### src/hdl/pcl_pkg.sv
`default_nettype none
// ----------------------------------------------------------------------------
// pcl_pkg
// Shared types, constants and helpers for the palette color lookup block.
// ----------------------------------------------------------------------------
package pcl_pkg;

  localparam int unsigned PALETTE_ENTRIES = 32;
  localparam int unsigned ENTRY_AW        = $clog2(PALETTE_ENTRIES);
  localparam int unsigned CHAN_W          = 8;
  localparam int unsigned PADDR_W         = 3;
  localparam int unsigned PDATA_W         = 32;

  // Register word index, taken from paddr[2]
  localparam logic REG_PALETTE_SIZE_MODE = 1'b0;

  typedef enum logic {
    CMD_WRITE  = 1'b0,
    CMD_LOOKUP = 1'b1
  } pcl_cmd_e;

  typedef enum logic {
    MODE_16 = 1'b0,
    MODE_32 = 1'b1
  } pcl_mode_e;

  typedef struct packed {
    logic [CHAN_W-1:0] red;
    logic [CHAN_W-1:0] green;
    logic [CHAN_W-1:0] blue;
  } pcl_rgb_t;

  typedef struct packed {
    logic                en;
    logic [ENTRY_AW-1:0] addr;
    pcl_rgb_t            data;
  } pcl_wr_t;

  typedef struct packed {
    logic                en;
    logic [ENTRY_AW-1:0] addr_a;
    logic [ENTRY_AW-1:0] addr_b;
  } pcl_rd_t;

  // (a * b) >> 8 with b up to 256; product stays below 2^16 for b <= 256
  function automatic logic [CHAN_W-1:0] scale8(input logic [CHAN_W-1:0] a,
                                               input logic [CHAN_W:0]   b);
    logic [2*CHAN_W:0] prod;
    prod = {{(CHAN_W+1){1'b0}}, a} * {{CHAN_W{1'b0}}, b};
    return prod[2*CHAN_W-1:CHAN_W];
  endfunction

endpackage : pcl_pkg
`default_nettype wire

### src/hdl/pcl_palette.sv
`default_nettype none
// ----------------------------------------------------------------------------
// pcl_palette
// Palette store: one write port, two read ports with registered read data.
// ----------------------------------------------------------------------------
module pcl_palette
  import pcl_pkg::*;
(
  input  wire logic     clk_i,
  input  wire pcl_wr_t  wr_i,
  input  wire pcl_rd_t  rd_i,
  output pcl_rgb_t      rd_data_a_o,
  output pcl_rgb_t      rd_data_b_o
);

  pcl_rgb_t mem_q [PALETTE_ENTRIES];
  pcl_rgb_t rd_a_q;
  pcl_rgb_t rd_b_q;

  always_ff @(posedge clk_i) begin
    if (wr_i.en) begin
      mem_q[wr_i.addr] <= wr_i.data;
    end
  end

  // Read data held while a lookup waits downstream
  always_ff @(posedge clk_i) begin
    if (rd_i.en) begin
      rd_a_q <= mem_q[rd_i.addr_a];
      rd_b_q <= mem_q[rd_i.addr_b];
    end
  end

  assign rd_data_a_o = rd_a_q;
  assign rd_data_b_o = rd_b_q;

endmodule : pcl_palette
`default_nettype wire

### src/hdl/palette_color_lookup.sv
`default_nettype none
// ----------------------------------------------------------------------------
// palette_color_lookup
// RGB palette lookup with linear blend toward the next entry and brightness.
// ----------------------------------------------------------------------------
// One beat per clock in both directions unless stalled. A write beat loads
// one palette entry at its accept edge and yields no result; a lookup beat
// yields one color beat through the palette read, blend and brightness
// stages, each a register with its own valid bit. Ready is combinational, so
// the input keeps taking beats while a result waits as long as a bubble is
// left in the pipe. A lookup may directly follow the write it depends on: the
// entry is written at one edge and read at the next. The palette size mode
// (APB word 0, bit 0: 0 = 16 entries, 1 = 32 entries) may be changed only
// while the block is idle. Reading an entry never written gives an undefined
// color. pready is tied high; reads of word 0 return the mode bit.
// ----------------------------------------------------------------------------
module palette_color_lookup
  import pcl_pkg::*;
(
  input  wire logic                clk_i,
  input  wire logic                rst_ni,

  // APB configuration port
  input  wire logic                psel,
  input  wire logic                penable,
  input  wire logic                pwrite,
  input  wire logic [PADDR_W-1:0]  paddr,
  input  wire logic [PDATA_W-1:0]  pwdata,
  output logic      [PDATA_W-1:0]  prdata,
  output logic                     pready,

  // input beats
  input  wire logic                in_valid_i,
  output logic                     in_ready_o,
  input  wire logic                command_i,
  input  wire logic [ENTRY_AW-1:0] entry_address_i,
  input  wire logic [CHAN_W-1:0]   entry_red_i,
  input  wire logic [CHAN_W-1:0]   entry_green_i,
  input  wire logic [CHAN_W-1:0]   entry_blue_i,
  input  wire logic [CHAN_W-1:0]   lookup_index_i,
  input  wire logic [CHAN_W-1:0]   brightness_i,
  input  wire logic                blend_enable_i,

  // result beats
  output logic                     out_valid_o,
  input  wire logic                out_ready_i,
  output logic      [CHAN_W-1:0]   red_o,
  output logic      [CHAN_W-1:0]   green_o,
  output logic      [CHAN_W-1:0]   blue_o
);

  // --------------------------------------------------------------------------
  // Configuration
  // --------------------------------------------------------------------------
  pcl_mode_e mode_q, mode_d;
  logic      cfg_wr;

  assign pready = 1'b1;
  assign cfg_wr = psel & penable & pwrite & pready;

  always_comb begin
    mode_d = mode_q;
    if (cfg_wr && paddr[2] == REG_PALETTE_SIZE_MODE) begin
      mode_d = pcl_mode_e'(pwdata[0]);
    end
  end

  always_ff @(posedge clk_i or negedge rst_ni) begin
    if (!rst_ni) begin
      mode_q <= MODE_16;
    end else begin
      mode_q <= mode_d;
    end
  end

  always_comb begin
    prdata = '0;
    if (paddr[2] == REG_PALETTE_SIZE_MODE) begin
      prdata[0] = mode_q;
    end
  end

  // --------------------------------------------------------------------------
  // Stage handshake: each stage loads when it is empty or the next one moves
  // --------------------------------------------------------------------------
  logic s1_valid_q, s2_valid_q, s3_valid_q;
  logic adv1, adv2, adv3;
  logic accept, is_lookup;

  assign adv3       = ~s3_valid_q | out_ready_i;
  assign adv2       = ~s2_valid_q | adv3;
  assign adv1       = ~s1_valid_q | adv2;
  assign in_ready_o = adv1;
  assign accept     = in_valid_i & adv1;
  assign is_lookup  = pcl_cmd_e'(command_i) == CMD_LOOKUP;

  // --------------------------------------------------------------------------
  // Stage 1: address decode and palette read
  // --------------------------------------------------------------------------
  logic [ENTRY_AW-1:0] hi_addr, nxt_addr;
  logic [CHAN_W-1:0]   f2;
  logic                frac_nz;
  pcl_wr_t             wr;
  pcl_rd_t             rd;
  pcl_rgb_t            e1, e2;

  // The next entry wraps to 0 from the last one: plain modulo increment of
  // the 4- or 5-bit entry number.
  always_comb begin
    unique case (mode_q)
      MODE_32: begin
        hi_addr  = lookup_index_i[7:3];
        nxt_addr = lookup_index_i[7:3] + 5'd1;
        f2       = {lookup_index_i[2:0], 5'b0};
        frac_nz  = |lookup_index_i[2:0];
      end
      default: begin
        hi_addr  = {1'b0, lookup_index_i[7:4]};
        nxt_addr = {1'b0, lookup_index_i[7:4] + 4'd1};
        f2       = {lookup_index_i[3:0], 4'b0};
        frac_nz  = |lookup_index_i[3:0];
      end
    endcase
  end

  assign wr.en     = accept & ~is_lookup;
  assign wr.addr   = entry_address_i;
  assign wr.data   = '{red: entry_red_i, green: entry_green_i, blue: entry_blue_i};
  assign rd.en     = accept & is_lookup;
  assign rd.addr_a = hi_addr;
  assign rd.addr_b = nxt_addr;

  pcl_palette u_palette (
    .clk_i       (clk_i),
    .wr_i        (wr),
    .rd_i        (rd),
    .rd_data_a_o (e1),
    .rd_data_b_o (e2)
  );

  logic [CHAN_W-1:0] s1_f2_q, s1_bright_q;
  logic              s1_blend_q;

  always_ff @(posedge clk_i or negedge rst_ni) begin
    if (!rst_ni) begin
      s1_valid_q <= 1'b0;
    end else if (adv1) begin
      s1_valid_q <= in_valid_i & is_lookup;
    end
  end

  always_ff @(posedge clk_i) begin
    if (rd.en) begin
      s1_f2_q     <= f2;
      s1_bright_q <= brightness_i;
      s1_blend_q  <= frac_nz & blend_enable_i;
    end
  end

  // --------------------------------------------------------------------------
  // Stage 2: blend c1*(255-f2) + c2*f2, both scaled by 1/256
  // --------------------------------------------------------------------------
  logic [CHAN_W:0]   f1, f2_ext;
  pcl_rgb_t          blend_c;
  pcl_rgb_t          s2_color_q;
  logic [CHAN_W-1:0] s2_bright_q;

  assign f2_ext = {1'b0, s1_f2_q};
  assign f1     = {1'b0, 8'hFF - s1_f2_q};

  always_comb begin
    blend_c = e1;
    if (s1_blend_q) begin
      // sum never exceeds 254
      blend_c.red   = scale8(e1.red,   f1) + scale8(e2.red,   f2_ext);
      blend_c.green = scale8(e1.green, f1) + scale8(e2.green, f2_ext);
      blend_c.blue  = scale8(e1.blue,  f1) + scale8(e2.blue,  f2_ext);
    end
  end

  always_ff @(posedge clk_i or negedge rst_ni) begin
    if (!rst_ni) begin
      s2_valid_q <= 1'b0;
    end else if (adv2) begin
      s2_valid_q <= s1_valid_q;
    end
  end

  always_ff @(posedge clk_i) begin
    if (adv2 && s1_valid_q) begin
      s2_color_q  <= blend_c;
      s2_bright_q <= s1_bright_q;
    end
  end

  // --------------------------------------------------------------------------
  // Stage 3: brightness. c*(b+1)>>8 already covers the edge cases: b = 255
  // gives c, b = 0 gives 0, and a zero channel stays zero.
  // --------------------------------------------------------------------------
  logic [CHAN_W:0] bright_p1;
  pcl_rgb_t        lit_c;
  pcl_rgb_t        s3_color_q;

  assign bright_p1   = {1'b0, s2_bright_q} + 9'd1;
  assign lit_c.red   = scale8(s2_color_q.red,   bright_p1);
  assign lit_c.green = scale8(s2_color_q.green, bright_p1);
  assign lit_c.blue  = scale8(s2_color_q.blue,  bright_p1);

  always_ff @(posedge clk_i or negedge rst_ni) begin
    if (!rst_ni) begin
      s3_valid_q <= 1'b0;
    end else if (adv3) begin
      s3_valid_q <= s2_valid_q;
    end
  end

  always_ff @(posedge clk_i) begin
    if (adv3 && s2_valid_q) begin
      s3_color_q <= lit_c;
    end
  end

  assign out_valid_o = s3_valid_q;
  assign red_o       = s3_color_q.red;
  assign green_o     = s3_color_q.green;
  assign blue_o      = s3_color_q.blue;

`ifndef SYNTHESIS
  // a write beat never enters the result pipe
  a_write_no_result : assert property (@(posedge clk_i) disable iff (!rst_ni)
    accept && !is_lookup |=> !s1_valid_q)
    else $error("write beat produced a pipeline entry");

  // a lookup beat always occupies stage 1 next cycle
  a_lookup_enters : assert property (@(posedge clk_i) disable iff (!rst_ni)
    accept && is_lookup |=> s1_valid_q)
    else $error("lookup beat lost at stage 1");

  // a stalled stage 2 entry keeps its color
  a_s2_hold : assert property (@(posedge clk_i) disable iff (!rst_ni)
    s2_valid_q && !adv3 |=> s2_valid_q && $stable(s2_color_q))
    else $error("stage 2 changed during stall");

  // full brightness passes the blended color through unchanged
  a_full_bright : assert property (@(posedge clk_i) disable iff (!rst_ni)
    s2_valid_q && adv3 && s2_bright_q == 8'hFF |=> s3_color_q == $past(s2_color_q))
    else $error("brightness 255 altered the color");

  // zero brightness gives black
  a_zero_bright : assert property (@(posedge clk_i) disable iff (!rst_ni)
    s2_valid_q && adv3 && s2_bright_q == 8'h00 |=> s3_color_q == '0)
    else $error("brightness 0 did not give black");
`endif

endmodule : palette_color_lookup
`default_nettype wire

### config.mk
export PLATFORM = sky130hd
export DESIGN_NAME = palette_color_lookup
export DESIGN_NICKNAME = d
export VERILOG_FILES = /design/src/hdl/pcl_pkg.sv /design/src/hdl/pcl_palette.sv /design/src/hdl/palette_color_lookup.sv
export SDC_FILE = /design/constraint.sdc
export NUM_CORES = 2
export LEC_CHECK = 0
export BUFFER_PORTS_ARGS = -buffer_cell sky130_fd_sc_hd__buf_2
export CAP_MARGIN = 25
export CORE_MARGIN = 5
export CORE_UTILIZATION = 23
export CTS_CLUSTER_DIAMETER = 150
export DETAILED_ROUTE_END_ITERATION = 10
export PLACE_DENSITY = 0.38
export SYNTH_ARGS = -nofsm -noshare
export SYNTH_HDL_FRONTEND = slang
export SYNTH_SLANG_ARGS = --single-unit
### constraint.sdc
create_clock -name clk_i -period 9.8 [get_ports clk_i]
set_input_delay 0.49 -clock clk_i [delete_from_list [all_inputs] [get_ports clk_i]]
set_output_delay 0.49 -clock clk_i [all_outputs]
set_load 0.02 [all_outputs]
-- Word-level counts from Yosys, hierarchy flattened
Memories as Yosys holds them, arrays and structs flattened. A register that Yosys moved wholly into a read port is not among the register bits.
Index checks and enable logic that the tools add are counted.
- flip-flop bits (word level): 77
- bits of input ports: 89
- memories: 1
- bits in writable memories: 768
- logic and storage cells: 60
- output and inout port bits: 59
- $add $sub $neg: 7
- bitwise gates (word level): 15
- multipliers: 9
- mux-type cells: 8
- reductions and logical operators: 5
- memory list (name ; words ; bits a word ; read ports ; clocked after Yosys merged registers in ; write ports ; RTL line ; text):
    u_palette.mem_q ; 32 ; 24 ; 2 ; 2 ; 1 ; pcl_palette.sv:16 ; pcl_rgb_t mem_q [PALETTE_ENTRIES];
- operator list (cell ; number):
    $mul 8x8->16 ; 6
    $mul 8x9->16 ; 3
    $add 8x8->8 ; 3
    $mux 24 ; 1
    $mux 5 ; 2
    $add 8x1->9 const B ; 1
    $mux 8 ; 1
    $sub 8x8->8 const A ; 1
    $and 1x1->1 ; 7
    $add 5x1->5 const B ; 1
    $not 1->1 ; 5
    $add 4x1->4 const B ; 1
    $mux 1 ; 4
    $reduce_or 4->1 ; 1
    $logic_and 1x1->1 ; 3
    $or 1x1->1 ; 3
    $reduce_or 3->1 ; 1

-- Longest topological paths before layout
- word-level depth: 8
- depth in mapped cells: 25
- depth with buffers taken out: 25

-- Cells and area by module
A second synthesis with hierarchy kept.
- cell total of the unflattened synthesis: 4561
- area, all modules: 56220.2 um^2
- by module, submodules not included (module ; area each (um^2) ; sequential area each (um^2) ; cells each ; times used):
    pcl_palette ; 38125.3 ; 24503.5 ; 2608 ; 1
    palette_color_lookup ; 18094.9 ; 2172.1 ; 1953 ; 1

-- Worst setup path before layout
Ideal clock, no wire load.
- path kind: register to register
- start point: reg s1_f2_q[5]
- end point: reg s2_color_q[7] in the netlist's numbering, data pin
- buffers on the path: 2
- stages on the path, launching flop included: 22
- data required time: 9529 ps
- slack: 4070 ps
- data arrival time: 5459 ps
- library setup time: 271 ps
- period minus slack after synthesis: 5730 ps
- cell sequence: edfxtp_1 > clkbuf_1 > buf_1 > nor2_1 > fa_1 > fa_1 > fa_1 > inv_1 > fa_1 > inv_1 > ha_1 > a21o_1 > a21o_1 > a21o_1 > a41o_1 > a21oi_1 > o21ai_0 > xor2_1 > ha_1 > o41a_1 > xnor3_1 > mux2i_1
- RTL lines (element ; RTL line ; text):
    from (decl) ; palette_color_lookup.sv:141 ; logic [CHAN_W-1:0] s1_f2_q, s1_bright_q;
    from (signal assigned) ; palette_color_lookup.sv:154 ; s1_f2_q <= f2;
    to (signal assigned) ; palette_color_lookup.sv:191 ; s2_color_q <= blend_c;
    to (decl) ; palette_color_lookup.sv:165 ; pcl_rgb_t s2_color_q;

==> reports/results.ini <==
[worst_setup_path]
crit_arrival_ns=6.66
path_buf_inv=3
worstSetupPathType=reg2reg
cp_slowest_cell=edfxtp_1
path_max_fanout=25
crit_family=adder cells
critPathCaptureType=flip-flop
cp.required_ns=10.36
slowest_delay_ns=0.81
path_cells=buf_4 > nor2b_1 > ha_1 > ha_1 > inv_1 > fa_1 > fa_1 > inv_1 > ha_1 > o211ai_1 > a21boi_0 > o21ai_0 > nand2b_1 > xor2_1 > ha_1 > a21o_1 > a21oi_1 > nor2b_1 > o21a_1 > o41a_1 > xnor3_1 > mux2i_1
worst_setup_path_start_kind=flip-flop
path_common_cell=ha_1

[timing]
worst_pin_slew_ns=1.16
max_freq_mhz=164
final_max_slew_viol_count=0
fin_crit_sh=0.622
tns_ns=0
grt_setup_unrepaired=no
skew_ns=0.0928
hold_viol_final=0
finalSetupViolCount=0
slew_headroom=0.222
finalCriticalPeriod_ns=6.10

[power_and_ir_drop]
intPower_mw=11.5
powerDensity_nw_per_um2=296
pwr-share-seq=0.250
pwr-share-comb=0.554
ir_drop_mv=0.242
p_leak_nw=25.0
clkPwrFrac=0.197
p_sw_mw=8.35
p_sw_frac=0.420

[synth]
ys_seq_elements=889
syn_area_per_cell_um2=10.4
synth_area_um2=59500
synthDistinctLibCells=60
yosysWarnings=0
synth_edf_count=885
ys.flop_type=edfxtp_1
ys_seq_area_frac=0.448
async_flop_share=0.00450
postSynthCellCount=5720

[cts]
h-tree-depth=3
cts_tree=built
root_buffer=clkbuf_16
numCtsBuffers=105
clk_latency_ns=0.79
cts_resized=0
cts.sinks=889
clock_path_buffers=3
clk_pin_slew_worst_paths_ns=0.06
cts_setup_buffers=0
hold_buffers=10

[layout]
syn2layout_area_growth_pct=13.0
num-fill-cells=26936
drive_gt1_frac=0.0903
final_common_cell=nand2_1
stdcell_area_um2=67300
final_cell_mix=nand2_1 (1016), edfxtp_1 (885), inv_1 (488)
layout.nets=6289

[global_route]
grt_usage=0.155
antenna_found_initial=35
overflow=0
grt_pass1_vias=45318
grt_start_max_net_pins=139
grt_pass1_wl_mm=313

[die]
die_area_um2=269000
die_x_um=519
core_area_um2=257000
initial_core_util=0.231
die_y_um=519
rows=186
boundaryPins=148

[drt]
totalWireLength_mm=215
wl_per_cell_um=23.5
ant_nets=0
drt_pass1_iterations=6
drc=0
vias_per_cell=4.91
vias=44733
drt_iter0_drc=3445

[min_path]
hp-class=in2reg

[placement]
gp_congestion=0.760
dpl_cell_area_um2=63800
place.detailed.hpwl_mm=129
io_buffer_count=82

[job]
drv_cap=0

[status]
status=complete, no violations

[flip-flops by register name (all words and copies together), names as in the netlist]
signal	count
out_valid_o	1
s1_blend_q	1
red_o	8
s2_color_q	24
s1_bright_q	8
green_o	8
s1_f2_q	4
s1_valid_q	1
u_palette.rd_data_b_o	24
u_palette.mem_q	768
mode_q	1
s2_valid_q	1
u_palette.rd_data_a_o	24
s2_bright_q	8
blue_o	8
[cell type report]
cell class	instances	area [um^2]	share of cell area
Clock inverter	60	637	0.00947
Tap cell	3384	4230	0.0629
Sequential cell	889	26700	0.397
Multi-Input combinational cell	3930	29500	0.439
Inverter	491	1850	0.0275
Clock buffer	128	2710	0.0403
Timing Repair Buffer	219	1600	0.0238
Antenna cell	8	20.0	0.000298
[worst paths after layout]
| kind | end | slack [ns] | depth (start not counted) | startpoint |
|---|---|---|---|---|
| worst max-delay path | s2_color_q[7] | 3.70 | 22 | s1_f2_q[6] |
| worst min-delay path | s1_blend_q | 0.09 | 2 | blend_enable_i |
| worst max register to register | s2_color_q[7] | 3.70 | 22 | s1_f2_q[6] |
| worst min register to register | s2_bright_q[4] | 0.41 | 0 | s1_bright_q[4] |
| max in group asynchronous | s1_valid_q | 9.48 | 2 | rst_ni |
| min in group asynchronous | mode_q | 0.13 | 2 | rst_ni |
[synthesized netlist by cell type (5+ instances only)]
library cell | n | share of area
a31oi_1 | 5 | 0.00053
nor3_1 | 173 | 0.015
o211ai_1 | 149 | 0.019
edfxtp_1 | 885 | 0.45
and2_1 | 121 | 0.013
buf_6 | 6 | 0.0011
nand3_1 | 208 | 0.017
xor2_1 | 33 | 0.0049
and3_1 | 97 | 0.010
o41ai_1 | 5 | 0.00074
mux4_2 | 96 | 0.036
nor2_1 | 138 | 0.0087
fa_1 | 267 | 0.090
o21a_1 | 100 | 0.013
o22ai_1 | 89 | 0.0094
o21bai_1 | 7 | 0.00088
clkbuf_1 | 259 | 0.016
or3_1 | 26 | 0.0027
mux2i_1 | 9 | 0.0015
nor2b_1 | 42 | 0.0044
nand2_1 | 1016 | 0.064
ha_1 | 297 | 0.062
buf_2 | 93 | 0.0078
mux2_2 | 12 | 0.0023
nand2b_1 | 40 | 0.0042
a21o_1 | 32 | 0.0040
buf_1 | 34 | 0.0021
buf_4 | 48 | 0.0061
xnor2_1 | 71 | 0.010
a311oi_1 | 193 | 0.028
o31ai_1 | 26 | 0.0033
o21ai_0 | 144 | 0.012
a21oi_1 | 353 | 0.030
inv_1 | 489 | 0.031
a211oi_1 | 107 | 0.013
[cells by family (layout without fill, tap and decap cells)]
logic type | Yosys count | in the layout | share of synthesized area
compound gates | 1231 | 1231 | 0.137
xor+xnor | 106 | 106 | 0.0161
fa+ha+maj | 564 | 564 | 0.152
buf+inv | 931 | 898 | 0.0644
flops | 889 | 889 | 0.448
mux | 118 | 118 | 0.0405
other cells | 2 | 40 | 0.000126
simple gates | 1879 | 1879 | 0.141
[per-stage QoR]
step	setup WS, ns	hold WS, ns	cells	total power, mW	util
after floorplan	4.07	0.194	5750	13.3	-
after global placement	3.60	0.333	8899	16.3	0.248
after detailed placement	3.63	0.336	8903	16.2	0.248
after CTS	3.59	0.0125	9101	20.3	0.262
after global routing	3.24	0.0302	9104	21.9	0.262
final	3.70	0.0857	9109	19.9	0.262
[layer usage]
metal,vias up,part of all wire,GRT usage
li1,20303,-,-
met1,22651,0.44,0.206
met2,1390,0.47,0.262
met3,377,0.063,0.0283
met4,12,0.027,0.0395
met5,-,0.00037,0
[power groups by stage]
stage,Sequential [mW],Clock [mW],Combinational [mW]
after global placement,5.06,0,11.2
after floorplan,4.94,0,8.35
final,4.97,3.91,11.0
after CTS,4.98,4.04,11.3
after global routing,5.00,4.20,12.7
after detailed placement,5.06,0,11.2
Power figures use the tool's default switching activity.
